File: src/ps2c_pkg.sv
`default_nettype none
// ----------------------------------------------------------------------------
// ps2c_pkg
// shared codes and constants of the ps/2 controller with port queues
// ----------------------------------------------------------------------------
package ps2c_pkg;

  // default depth of each port receive queue
  localparam int unsigned QueueDepthDefault = 32;

  // item kinds
  localparam logic [1:0] CMD_BUS_READ  = 2'd0;
  localparam logic [1:0] CMD_BUS_WRITE = 2'd1;
  localparam logic [1:0] CMD_PUSH      = 2'd2;
  localparam logic [1:0] CMD_POLL      = 2'd3;

  // bus ports
  localparam logic BUS_DATA   = 1'b0;
  localparam logic BUS_CMDSTS = 1'b1;

  // device ports
  localparam logic PORT_KBD = 1'b0;
  localparam logic PORT_AUX = 1'b1;

  // controller command codes
  localparam logic [7:0] CTL_READ_CFG   = 8'h20;
  localparam logic [7:0] CTL_WRITE_CFG  = 8'h60;
  localparam logic [7:0] CTL_AUX_OFF    = 8'hA7;
  localparam logic [7:0] CTL_AUX_ON     = 8'hA8;
  localparam logic [7:0] CTL_AUX_TEST   = 8'hA9;
  localparam logic [7:0] CTL_SELF_TEST  = 8'hAA;
  localparam logic [7:0] CTL_KBD_TEST   = 8'hAB;
  localparam logic [7:0] CTL_KBD_OFF    = 8'hAD;
  localparam logic [7:0] CTL_KBD_ON     = 8'hAE;
  localparam logic [7:0] CTL_WRITE_OUT  = 8'hD1;
  localparam logic [7:0] CTL_KBD_INJECT = 8'hD2;
  localparam logic [7:0] CTL_AUX_INJECT = 8'hD3;
  localparam logic [7:0] CTL_AUX_WRITE  = 8'hD4;

  // answers
  localparam logic [7:0] ANS_TEST_OK  = 8'h00;
  localparam logic [7:0] ANS_SELF_OK  = 8'h55;

  // reset value of the configuration byte
  localparam logic [7:0] SETUP_RESET = 8'h47;

  // status bit positions
  localparam int unsigned STS_OBF  = 0;
  localparam int unsigned STS_SYS  = 2;
  localparam int unsigned STS_CMD  = 3;

  // irq and forward codes
  localparam logic [1:0] IRQ_NONE = 2'd0;
  localparam logic [1:0] IRQ_KBD  = 2'd1;
  localparam logic [1:0] IRQ_AUX  = 2'd2;
  localparam logic [1:0] FWD_NONE = 2'd0;
  localparam logic [1:0] FWD_KBD  = 2'd1;
  localparam logic [1:0] FWD_AUX  = 2'd2;

endpackage
`default_nettype wire

File: src/ps2_controller_with_port_queues_core.sv
`default_nettype none
// ----------------------------------------------------------------------------
// ps2_controller_with_port_queues_core
// 8042-style ps/2 controller with one receive queue per device port
// ----------------------------------------------------------------------------
// usage:
//   the input channel (in_valid_i/in_ready_o) carries one transaction per
//   item: a cpu bus read, a cpu bus write to the data or command port, a
//   device byte pushed into a port queue, or an interrupt poll for one port.
//   every item yields exactly one result transaction on the output channel
//   (out_valid_o/out_ready_i), in order.
//   the result appears in the output register in the cycle after the input
//   transaction; one item per cycle is taken while the output drains. the
//   queue bytes live in a single synchronous ram; a poll reads the head
//   entry at its accept edge and the byte lands in the output buffer in the
//   following cycle, with a bypass so the very next item already sees it.
//   stall: while a result waits in the output register and out_ready_i is
//   low, in_ready_o is low; the block holds all state until it drains.
//   reset: status, output buffer and pending command clear, the
//   configuration byte becomes 0x47, both ports are enabled and both queues
//   are empty. the queue ram itself is not cleared, so no reset pass is
//   needed and the block takes items right after reset.
// ----------------------------------------------------------------------------
module ps2_controller_with_port_queues_core #(
  parameter int unsigned QUEUE_DEPTH = ps2c_pkg::QueueDepthDefault
) (
  input  wire logic       clk_i,
  input  wire logic       rst_ni,
  // input channel
  input  wire logic       in_valid_i,
  output logic            in_ready_o,
  input  wire logic [1:0] command_i,
  input  wire logic       bus_port_i,
  input  wire logic       device_port_i,
  input  wire logic [7:0] data_i,
  // output channel
  output logic            out_valid_o,
  input  wire logic       out_ready_i,
  output logic [7:0]      read_data_o,
  output logic            accepted_o,
  output logic [1:0]      irq_line_o,
  output logic [1:0]      forward_kind_o,
  output logic [7:0]      forward_byte_o,
  output logic            stop_request_o,
  output logic            a20_write_o,
  output logic            a20_value_o
);

  localparam int unsigned PtrW  = (QUEUE_DEPTH > 1) ? $clog2(QUEUE_DEPTH) : 1;
  localparam int unsigned MemD  = 2 * QUEUE_DEPTH;
  localparam int unsigned AddrW = $clog2(MemD);

  // wrapping pointer increment
  function automatic logic [PtrW-1:0] ptr_inc(input logic [PtrW-1:0] p);
    logic [PtrW-1:0] r;
    r = (p == PtrW'(QUEUE_DEPTH - 1)) ? '0 : p + PtrW'(1);
    return r;
  endfunction

  // controller registers
  logic [7:0] status_q, status_d;
  logic [7:0] obuf_q, obuf_d;
  logic [7:0] setup_q, setup_d;
  logic [7:0] pend_q, pend_d;
  logic [1:0] en_q, en_d;

  // queue bookkeeping per port
  logic [PtrW-1:0] head_q [2];
  logic [PtrW-1:0] tail_q [2];
  logic [1:0]      empty_q;

  // queue ram and its registered read port
  logic [7:0] queue_mem_q [MemD];
  logic [7:0] rdata_q;
  logic       rd_pend_q;   // rdata_q still has to be committed to obuf_q

  // output register
  logic       out_valid_q;
  logic [7:0] read_data_q, read_data_d;
  logic       accepted_q, accepted_d;
  logic [1:0] irq_q, irq_d;
  logic [1:0] fkind_q, fkind_d;
  logic [7:0] fbyte_q, fbyte_d;
  logic       stop_q, stop_d;
  logic       a20w_q, a20w_d;
  logic       a20v_q, a20v_d;

  logic in_fire;
  logic out_fire;

  assign in_ready_o = !out_valid_q || out_ready_i;
  assign in_fire    = in_valid_i && in_ready_o;
  assign out_fire   = out_valid_q && out_ready_i;

  // output buffer as seen by the current item, with bypass of a fresh pop
  logic [7:0] obuf_cur;
  assign obuf_cur = rd_pend_q ? rdata_q : obuf_q;

  // data write that a pending command consumes
  logic pend_write;
  assign pend_write = (command_i == ps2c_pkg::CMD_BUS_WRITE) &&
                      (bus_port_i == ps2c_pkg::BUS_DATA) && status_q[ps2c_pkg::STS_CMD];

  // push: direct device push or injection via pending command
  logic push_req;
  logic push_port;
  logic push_ok;
  logic push_fire;
  assign push_req  = (command_i == ps2c_pkg::CMD_PUSH) ||
                     (pend_write && ((pend_q == ps2c_pkg::CTL_KBD_INJECT) ||
                                     (pend_q == ps2c_pkg::CTL_AUX_INJECT)));
  assign push_port = (command_i == ps2c_pkg::CMD_PUSH) ? device_port_i :
                     (pend_q == ps2c_pkg::CTL_AUX_INJECT);
  assign push_ok   = en_q[push_port] &&
                     !(!empty_q[push_port] && (head_q[push_port] == tail_q[push_port]));
  assign push_fire = in_fire && push_req && push_ok;

  // poll: move the queue head into the output buffer
  logic pop_ok;
  logic pop_fire;
  assign pop_ok   = setup_q[device_port_i] && en_q[device_port_i] &&
                    !empty_q[device_port_i];
  assign pop_fire = in_fire && (command_i == ps2c_pkg::CMD_POLL) && pop_ok;

  logic [AddrW-1:0] wr_addr;
  logic [AddrW-1:0] rd_addr;
  assign wr_addr = push_port ? AddrW'(QUEUE_DEPTH) + AddrW'(tail_q[1]) : AddrW'(tail_q[0]);
  assign rd_addr = device_port_i ? AddrW'(QUEUE_DEPTH) + AddrW'(head_q[1])
                                 : AddrW'(head_q[0]);

  // main decode of one item
  always_comb begin
    status_d    = status_q;
    obuf_d      = obuf_cur;
    setup_d     = setup_q;
    pend_d      = pend_q;
    en_d        = en_q;
    read_data_d = '0;
    accepted_d  = 1'b0;
    irq_d       = ps2c_pkg::IRQ_NONE;
    fkind_d     = ps2c_pkg::FWD_NONE;
    fbyte_d     = '0;
    stop_d      = 1'b0;
    a20w_d      = 1'b0;
    a20v_d      = 1'b0;
    unique case (command_i)
      ps2c_pkg::CMD_BUS_READ: begin
        if (bus_port_i == ps2c_pkg::BUS_CMDSTS) begin
          status_d[ps2c_pkg::STS_SYS] = 1'b1;
          read_data_d = status_d;
        end else begin
          status_d[ps2c_pkg::STS_OBF] = 1'b0;
          read_data_d = obuf_cur;
        end
      end
      ps2c_pkg::CMD_BUS_WRITE: begin
        if (bus_port_i == ps2c_pkg::BUS_CMDSTS) begin
          unique case (data_i)
            ps2c_pkg::CTL_READ_CFG: begin
              obuf_d = setup_q;
              status_d[ps2c_pkg::STS_OBF] = 1'b1;
            end
            ps2c_pkg::CTL_WRITE_CFG, ps2c_pkg::CTL_WRITE_OUT, ps2c_pkg::CTL_KBD_INJECT,
            ps2c_pkg::CTL_AUX_INJECT, ps2c_pkg::CTL_AUX_WRITE: begin
              pend_d = data_i;
              status_d[ps2c_pkg::STS_CMD] = 1'b1;
            end
            ps2c_pkg::CTL_AUX_OFF: en_d[ps2c_pkg::PORT_AUX] = 1'b0;
            ps2c_pkg::CTL_AUX_ON:  en_d[ps2c_pkg::PORT_AUX] = 1'b1;
            ps2c_pkg::CTL_KBD_OFF: en_d[ps2c_pkg::PORT_KBD] = 1'b0;
            ps2c_pkg::CTL_KBD_ON:  en_d[ps2c_pkg::PORT_KBD] = 1'b1;
            ps2c_pkg::CTL_AUX_TEST, ps2c_pkg::CTL_KBD_TEST: begin
              obuf_d = ps2c_pkg::ANS_TEST_OK;
              status_d[ps2c_pkg::STS_OBF] = 1'b1;
            end
            ps2c_pkg::CTL_SELF_TEST: begin
              obuf_d = ps2c_pkg::ANS_SELF_OK;
              status_d[ps2c_pkg::STS_OBF] = 1'b1;
            end
            default: begin
              // even codes from 0xf0 pulse the cpu reset line
              stop_d = (data_i[7:4] == 4'hF) && !data_i[0];
            end
          endcase
        end else if (status_q[ps2c_pkg::STS_CMD]) begin
          status_d[ps2c_pkg::STS_CMD] = 1'b0;
          unique case (pend_q)
            ps2c_pkg::CTL_WRITE_CFG: setup_d = data_i;
            ps2c_pkg::CTL_WRITE_OUT: begin
              stop_d = !data_i[0];
              a20w_d = 1'b1;
              a20v_d = data_i[1];
            end
            ps2c_pkg::CTL_KBD_INJECT, ps2c_pkg::CTL_AUX_INJECT: accepted_d = push_ok;
            ps2c_pkg::CTL_AUX_WRITE: begin
              if (en_q[ps2c_pkg::PORT_AUX]) begin
                fkind_d = ps2c_pkg::FWD_AUX;
                fbyte_d = data_i;
              end
            end
            default: ;
          endcase
        end else if (en_q[ps2c_pkg::PORT_KBD]) begin
          fkind_d = ps2c_pkg::FWD_KBD;
          fbyte_d = data_i;
        end
      end
      ps2c_pkg::CMD_PUSH: accepted_d = push_ok;
      ps2c_pkg::CMD_POLL: begin
        if (pop_ok) begin
          // the byte itself arrives from the ram next cycle
          status_d[ps2c_pkg::STS_OBF] = 1'b1;
          accepted_d = 1'b1;
          irq_d = device_port_i ? ps2c_pkg::IRQ_AUX : ps2c_pkg::IRQ_KBD;
        end
      end
      default: ;
    endcase
  end

  // controller registers; a fresh pop commits the ram byte, directly when no item is taken, else via the decode
  always_ff @(posedge clk_i or negedge rst_ni) begin
    if (!rst_ni) begin
      status_q  <= '0;
      obuf_q    <= '0;
      setup_q   <= ps2c_pkg::SETUP_RESET;
      pend_q    <= '0;
      en_q      <= 2'b11;
      rd_pend_q <= 1'b0;
    end else begin
      rd_pend_q <= pop_fire;
      if (in_fire) begin
        status_q <= status_d;
        obuf_q   <= obuf_d;
        setup_q  <= setup_d;
        pend_q   <= pend_d;
        en_q     <= en_d;
      end else begin
        obuf_q   <= obuf_cur;
      end
    end
  end

  // queue pointers and empty flags
  always_ff @(posedge clk_i or negedge rst_ni) begin
    if (!rst_ni) begin
      head_q[0] <= '0;
      head_q[1] <= '0;
      tail_q[0] <= '0;
      tail_q[1] <= '0;
      empty_q   <= 2'b11;
    end else begin
      if (push_fire) begin
        tail_q[push_port]  <= ptr_inc(tail_q[push_port]);
        empty_q[push_port] <= 1'b0;
      end
      if (pop_fire) begin
        head_q[device_port_i] <= ptr_inc(head_q[device_port_i]);
        if (ptr_inc(head_q[device_port_i]) == tail_q[device_port_i]) begin
          empty_q[device_port_i] <= 1'b1;
        end
      end
    end
  end

  // queue ram: one write port, one registered read port
  always_ff @(posedge clk_i) begin
    if (push_fire) begin
      queue_mem_q[wr_addr] <= data_i;
    end
    if (pop_fire) begin
      rdata_q <= queue_mem_q[rd_addr];
    end
  end

  // output register
  always_ff @(posedge clk_i or negedge rst_ni) begin
    if (!rst_ni) begin
      out_valid_q <= 1'b0;
    end else if (in_fire) begin
      out_valid_q <= 1'b1;
    end else if (out_fire) begin
      out_valid_q <= 1'b0;
    end
  end

  always_ff @(posedge clk_i) begin
    if (in_fire) begin
      read_data_q <= read_data_d;
      accepted_q  <= accepted_d;
      irq_q       <= irq_d;
      fkind_q     <= fkind_d;
      fbyte_q     <= fbyte_d;
      stop_q      <= stop_d;
      a20w_q      <= a20w_d;
      a20v_q      <= a20v_d;
    end
  end

  assign out_valid_o    = out_valid_q;
  assign read_data_o    = read_data_q;
  assign accepted_o     = accepted_q;
  assign irq_line_o     = irq_q;
  assign forward_kind_o = fkind_q;
  assign forward_byte_o = fbyte_q;
  assign stop_request_o = stop_q;
  assign a20_write_o    = a20w_q;
  assign a20_value_o    = a20v_q;

  // an empty queue has its pointers together
  a_empty_ptrs: assert property (@(posedge clk_i) disable iff (!rst_ni)
    (!empty_q[0] || head_q[0] == tail_q[0]) && (!empty_q[1] || head_q[1] == tail_q[1]))
    else $error("empty queue with split pointers");

  // a pop raises the output-full flag and arms the ram commit
  a_pop_commit: assert property (@(posedge clk_i) disable iff (!rst_ni)
    pop_fire |=> rd_pend_q && status_q[ps2c_pkg::STS_OBF])
    else $error("pop did not commit to output buffer");

  // a stored push leaves its queue non-empty
  a_push_fill: assert property (@(posedge clk_i) disable iff (!rst_ni)
    push_fire |=> !empty_q[$past(push_port)])
    else $error("push left queue empty");

  // an irq only comes with a delivered byte
  a_irq_acc: assert property (@(posedge clk_i) disable iff (!rst_ni)
    (out_valid_o && irq_line_o != ps2c_pkg::IRQ_NONE) |-> accepted_o)
    else $error("irq without delivered byte");

  // no forwarded byte without a target
  a_fwd_byte: assert property (@(posedge clk_i) disable iff (!rst_ni)
    (out_valid_o && forward_kind_o == ps2c_pkg::FWD_NONE) |-> forward_byte_o == 8'h00)
    else $error("forward byte without target");

endmodule
`default_nettype wire

File: config.mk
export PLATFORM = sky130hd
export DESIGN_NAME = ps2_controller_with_port_queues_core
export DESIGN_NICKNAME = d
export VERILOG_FILES = /design/src/ps2c_pkg.sv /design/src/ps2_controller_with_port_queues_core.sv
export SDC_FILE = /design/constraint.sdc
export NUM_CORES = 1
export LEC_CHECK = 0
export BUFFER_PORTS_ARGS = -buffer_cell sky130_fd_sc_hd__buf_2
export CAP_MARGIN = 20
export CORE_ASPECT_RATIO = 0.7
export CORE_MARGIN = 5
export CORE_UTILIZATION = 56
export CTS_BUF_LIST = sky130_fd_sc_hd__clkbuf_8 sky130_fd_sc_hd__clkbuf_16
export DETAILED_ROUTE_END_ITERATION = 12
export PLACE_DENSITY = 0.72
export REMOVE_ABC_BUFFERS = 1
export SETUP_SLACK_MARGIN = 0.1
export SYNTH_ARGS = -nofsm -noshare
export SYNTH_HDL_FRONTEND = slang
export SYNTH_SLANG_ARGS = --single-unit
File: constraint.sdc
create_clock -name clk_i -period 3.35 [get_ports clk_i]
set_clock_uncertainty 0.15 [all_clocks]
set_input_delay 0.1675 -clock clk_i [delete_from_list [all_inputs] [get_ports clk_i]]
set_output_delay 0.1675 -clock clk_i [all_outputs]
set_load 0.005 [all_outputs]
==> impl_metrics.py, run 1 <==
metrics = {
    "finish": {
        "antennaDiodeCount": 0,
        "final_nets": 1700,
        "num-fill-cells": 2827,
        "syn_to_final_growth_pct": 17.10,
        "largestRegisters": "queue_mem_q: 512 flops, head_q: 10 flops, tail_q: 10 flops",
        "largest_register": "queue_mem_q",
        "largest_reg_flops": 512,
        "final_cells": 2274,
        "fin_area_mm2": 0.02819,
        "final_core_util_pct": 66.47,
        "drive_above_1_share_pct": 20.96,
    },
    "floorplan": {
        "io-pin-count": 42,
        "core_area_mm2": 0.04241,
        "die_w_um": 257.8,
        "die_area_mm2": 0.04730,
        "initial_core_util_pct": 56.76,
        "die_h_um": 183.5,
        "rows": 63,
    },
    "setup_path": {
        "rr_worst_depth": 10,
        "r2r-start": "pend_q[5]",
        "max_stage_delay_ns": 0.58,
        "r2r-end": "queue_mem_q[57][6]",
        "critical_path.slowest_cell": "or4_4",
        "cp_common_cell": "buf_4",
        "cp-end-kind": "flop",
        "critPathKind": "reg -> reg",
        "required_ns": 3.49,
        "crit_arrival_ns": 3.38,
        "r2r_setup_slack_ns": 0.11,
        "critPathLaunchType": "flop",
        "crit_chain": "nand3b_1, or4_4, nand2_4, mux2i_4, buf_4, nand4_1, buf_4, buf_4, nor2_1, buf_4",
        "critical_path_peak_fanout": 8,
    },
    "routing": {
        "drt_iter0_drc": 1986,
        "wirelength_um": 62230,
        "viasPerCell": 6.482,
        "drt_pass1_iterations": 7,
        "drc_errors": 0,
        "vias": 14740,
        "avgRoutedWirePerCell_um": 27.37,
        "postRouteAntennaNets": 0,
    },
    "hold_path": {
        "hold_path_depth": 3,
        "holdPathEnd": "irq_line_o[1]",
        "worstHoldStart": "device_port_i",
        "hold_path.class": "in -> reg",
    },
    "yosys": {
        "synth_warnings": 0,
        "yosys.area.top_type": "edfxtp_1",
        "synthFlopType": "edfxtp_1",
        "synth-async-reset-ratio_pct": 8.725,
        "ys_seq_elements": 596,
        "ys_top_cells_by_area": "edfxtp_1, mux2i_1, dfrtp_1",
        "synth_edf_count": 544,
        "syn_avg_cell_area_um2": 16.22,
        "synth.distinct_cells": 62,
        "yosys.area.top_type_share_pct": 67.86,
        "postSynthCellCount": 1484,
        "synth_area_mm2": 0.02407,
        "ys_seq_area_share_pct": 73.31,
    },
    "sta": {
        "hold_viol": 0,
        "holdWs_ns": 0.03267,
        "rsz0062_at_grt": "no",
        "timing.slew.headroom_pct": 26.56,
        "setup_violations": 0,
        "tightest_slew_ns": 1.097,
        "finalCriticalPeriod_ns": 3.245,
        "tns_ns": 0,
        "fin_crit_sh_pct": 96.86,
        "setup_ws_ns": 0.1052,
        "drv_slew": 0,
        "clock.fmax_mhz": 308.2,
    },
    "clocking": {
        "cts_buffers": 54,
        "clkSinkCount": 596,
        "clock_path_buffers": 3,
        "clk_pin_slew_ns": 0.06,
        "root_buffer": "clkbuf_16",
        "clk_latency_ns": 0.59,
        "cts_tree": "built",
        "htreeDepth": 2,
    },
    "power": {
        "peakVddDrop_v": 0.0005196,
        "p_leak_nw": 9.095,
        "power.total_mw": 15.19,
        "power_density_mw_per_mm2": 538.7,
    },
    "grt": {
        "grt_max_degree": 74,
        "grt.total_usage_pct": 26.02,
        "first_global_vias": 14130,
        "gr-total-overflow": 0,
        "antenna_found_initial": 1,
        "grt_pass1_wl_um": 92160,
    },
    "place": {
        "placed_cell_area_mm2": 0.02614,
        "post-place-ws_ns": -0.08593,
        "dp_hpwl_um": 40720,
        "dp_cells": 2160,
        "routabilityCongestion": 0.9284,
        "io_buffers": 41,
    },
    "flow_run": {
        "drv_cap": 0,
    },
    "status": {
        "status": "finished clean",
    },
}
cell type report:
cell class,count,area (um2),share of cell area (%)
Clock buffer,56,1379,4.892
Clock inverter,42,369.1,1.309
Inverter,11,41.29,0.1465
Multi-Input combinational cell,794,6211,22.03
Sequential cell,596,17650,62.61
Tap cell,552,690.7,2.450
Timing Repair Buffer,223,1849,6.561
worst max-delay path, delay by kind of cell (launching register included):
kind                   cells  cell delay [ns]
buffers and inverters      4             0.78
flip-flops                 1             0.39
multiplexers               1             0.29
AND/OR/NAND/NOR            5             1.33
logic make-up after synthesis:
logic type,Yosys count,synth area share (%)
and+or+nand+nor,260,5.551
muxes,295,12.60
AOI/OAI and AO/OA,217,6.144
DFF,596,73.31
adders and majority gates,4,0.2079
buffers and inverters,94,1.528
xor gates and xnor gates,18,0.6549
cells in the final DEF (no fill, tap or decap), types with 10 or more instances in the layout:
cell             n
dfrtp_1         44
xnor2_1         13
buf_2           41
nand2b_1        10
dlygate4sd3_1   13
o21ai_0         12
nor4_1          19
inv_1           19
mux2_2          24
nand3_1         12
o41ai_1         20
nand2_1         55
nor2_1          54
mux2i_1        264
buf_4          148
clkbuf_16       54
nand4_1         14
nor3_1          26
buf_12          19
o22ai_1        126
and2_1          15
edfxtp_1       544
routing by layer:
| metal | share of wire, % | wire length [um] | vias up | GRT usage [%] |
|---|---|---|---|---|
| li1 | - | - | 6317 | - |
| met1 | 43 | 26920 | 7426 | 41.85 |
| met2 | 42 | 26420 | 889 | 37.05 |
| met3 | 12 | 7594 | 109 | 5.822 |
| met4 | 2.1 | 1298 | 0 | 5.208 |
| met5 | 0 | 0 | - | 0 |
worst max path at each step:
stage                         start                 end  slack [ns]
after global routing      pend_q[5]  queue_mem_q[57][2]        0.08
after floorplan           head_q[1]          empty_q[1]       -3.30
after global placement    pend_q[5]  queue_mem_q[25][0]        0.01
after CTS                 pend_q[5]  queue_mem_q[25][7]        0.09
after detailed placement  pend_q[5]  queue_mem_q[25][7]       -0.09
final                     pend_q[5]  queue_mem_q[57][6]        0.11
synth_stat cells, types with 3 or more instances:
cell type / instances
nand3b_1: 3
nand4_1: 14
nand2b_1: 10
dfrtp_1: 44
clkbuf_1: 64
o21a_1: 3
o21ai_0: 12
nand3_1: 12
edfxtp_1: 544
xnor2_1: 13
nor2b_1: 5
mux4_2: 4
and2_1: 15
a31oi_1: 5
nor4_1: 23
nor4b_1: 5
o22ai_1: 126
o41ai_1: 25
nor2_1: 63
buf_2: 6
a21oi_1: 9
xor2_1: 5
o31ai_1: 3
a22oi_1: 6
or4_1: 4
buf_1: 12
nor3_1: 28
or2_2: 3
ha_1: 4
mux2i_1: 266
o32ai_1: 4
or3_1: 6
and3_1: 3
nand2_1: 55
dfstp_2: 8
o2111ai_1: 8
mux2_2: 25
inv_1: 9
timing repair:
item | in CTS | in global routing
pin swaps | 1 | 0
hold endpoints to repair | 87 | 2
setup endpoints to repair | 98 | 141
hold buffers | 12 | 1
buffers inserted | 2 | 0
resized for setup | 10 | 19
power by group:
part	internal (mW)	total (mW)	leakage [nW]	switching, mW
registers	8.19	8.23	5.54	0.0409
clock network	3.44	6.09	0.888	2.65
logic	0.256	0.866	2.66	0.610
Power figures use the tool's default switching activity.
==> run 2: changes to the inputs <==
--- a/config.mk
+++ b/config.mk
@@ -5,7 +5,7 @@
 export SDC_FILE = /design/constraint.sdc
 export NUM_CORES = 1
 export LEC_CHECK = 0
-export BUFFER_PORTS_ARGS = -buffer_cell sky130_fd_sc_hd__buf_2
+export BUFFER_PORTS_ARGS = -buffer_cell sky130_fd_sc_hd__buf_4
 export CAP_MARGIN = 20
 export CORE_ASPECT_RATIO = 0.7
 export CORE_MARGIN = 5
==> run 2 against run 1 <==
Effect of this change: routed wire length fell by 2.2%; critical path type unchanged; clock power hardly changed; largest cell class unchanged; maximum frequency increased by 1.9%; power shrank 0.26%; global-route usage is 0.26 points lower.
==> impl_metrics.py, run 2 (synthesized netlist as in run 1, its figures left out) <==
metrics = {
    "setup_path": {
        "critPathLaunchType": "flop",
        "crit_arrival_ns": 3.29,
        "critical_path_peak_fanout": 25,
        "critPathKind": "reg -> reg",
        "required_ns": 3.46,
        "cp-end-kind": "flop",
    },
    "finish": {
        "syn_to_final_growth_pct": 16.58,
        "final_cell_mix": "edfxtp_1, mux2i_1, buf_4",
        "largest_register": "queue_mem_q",
        "final_cells": 2266,
        "largestRegisters": "queue_mem_q: 512 flops, head_q: 10 flops, tail_q: 10 flops",
        "fin_area_mm2": 0.02806,
        "antennaDiodeCount": 0,
        "drive_above_1_share_pct": 19.37,
        "layout_commonest_cell": "edfxtp_1",
        "multi_input_area_mm2": 0.006128,
        "register_area_mm2": 0.01765,
        "largest_reg_flops": 512,
        "final_core_util_pct": 66.17,
        "final_nets": 1693,
        "num-fill-cells": 2884,
    },
    "floorplan": {
        "io-pin-count": 42,
        "core_area_mm2": 0.04241,
        "initial_core_util_pct": 56.76,
        "rows": 63,
        "die_h_um": 183.5,
        "die_w_um": 257.8,
        "die_area_mm2": 0.04730,
    },
    "routing": {
        "postRouteAntennaNets": 0,
        "vias": 14500,
        "avgRoutedWirePerCell_um": 26.87,
        "drc_errors": 0,
        "viasPerCell": 6.398,
        "wirelength_um": 60890,
        "drt_iter0_drc": 1869,
        "drt_pass1_iterations": 5,
    },
    "grt": {
        "antenna_found_initial": 1,
        "grt_max_degree": 73,
        "first_global_vias": 14130,
        "grt.total_usage_pct": 25.75,
        "gr-total-overflow": 0,
        "grt_pass1_wl_um": 91380,
    },
    "power": {
        "p_leak_nw": 9.053,
        "peakVddDrop_v": 0.0004964,
        "power_density_mw_per_mm2": 539.7,
    },
    "sta": {
        "hold_viol": 0,
        "setup_ws_ns": 0.1668,
        "clock.fmax_mhz": 314.1,
        "timing.slew.headroom_pct": 31.56,
        "drv_slew": 0,
        "finalCriticalPeriod_ns": 3.183,
        "setup_violations": 0,
        "fin_crit_sh_pct": 95.02,
        "holdWs_ns": 0.07510,
        "tightest_slew_ns": 1.019,
        "rsz0062_at_grt": "yes",
    },
    "clocking": {
        "htreeDepth": 2,
        "clk_latency_ns": 0.60,
        "clock_path_buffers": 3,
        "cts_buffers": 54,
        "cts_tree": "built",
        "root_buffer": "clkbuf_16",
        "clkSinkCount": 596,
        "clk_pin_slew_ns": 0.06,
    },
    "place": {
        "post-place-ws_ns": 0.1237,
        "dp_cells": 2154,
        "io_buffers": 41,
        "dp_hpwl_um": 39140,
        "routabilityCongestion": 0.9254,
        "placed_cell_area_mm2": 0.02614,
    },
    "flow_run": {
        "drv_cap": 0,
    },
    "status": {
        "status": "finished clean",
    },
    "hold_path": {
        "hold_path.class": "in -> async",
    },
}
[run 2: final cells by class]
class	count	area share (%)
Timing Repair Buffer	216	6.501
Clock inverter	42	1.262
Sequential cell	596	62.89
Clock buffer	55	4.905
Inverter	11	0.1471
Multi-Input combinational cell	794	21.84
Tap cell	552	2.461
[run 2: final timing paths]
path / slack, ns / to / cells past startpoint / start
min reg2reg: 0.34 / obuf_q[3] / 2 / setup_q[3]
max: 0.17 / rdata_q[0] / 6 / head_q[6]
max in group asynchronous: 2.54 / tail_q[4] / 2 / rst_ni
max reg2reg: 0.17 / rdata_q[0] / 6 / head_q[6]
min in group clk_i: 0.10 / queue_mem_q[40][2] / 1 / data_i[2]
min: 0.08 / obuf_q[4] / 2 / rst_ni
[run 2: critical path, stage by stage (launching register included)]
cell and delay [ns]:
dfrtp_1 0.44, mux2_8 0.42, buf_4 0.24, mux2i_1 0.24, o22ai_1 0.18, o41ai_1 0.78
o2111ai_1 0.34
[run 2: timing repair]
action                                  CTS  global route
buffers inserted                          0             2
endpoints found under the setup margin    0           134
endpoints found under the hold margin   109             0
hold buffers                             13             0
gates resized for setup                   0            13
[run 2: power breakdown]
part	internal (mW)	switching (mW)	total, mW
combinational	0.255	0.558	0.813
sequential	8.19	0.0645	8.25
clock	3.43	2.65	6.08
total	11.9	3.27	15.1
[run 2: layer usage]
| metal | vias up | track usage (%) | wire length, um |
|---|---|---|---|
| met5 | - | 0 | 0 |
| met4 | 0 | 5.123 | 1168 |
| met3 | 95 | 6.618 | 7085 |
| met2 | 822 | 36.98 | 26210 |
| met1 | 7289 | 40.57 | 26430 |
| li1 | 6293 | - | - |
[run 2: per-stage QoR]
step / setup TNS, ns / power, mW
after global routing: 0 / 15.62
final: 0 / 15.15
after CTS: 0 / 15.19
after floorplan: -212.19 / 8.698
after detailed placement: 0 / 9.172
after global placement: 0 / 9.147
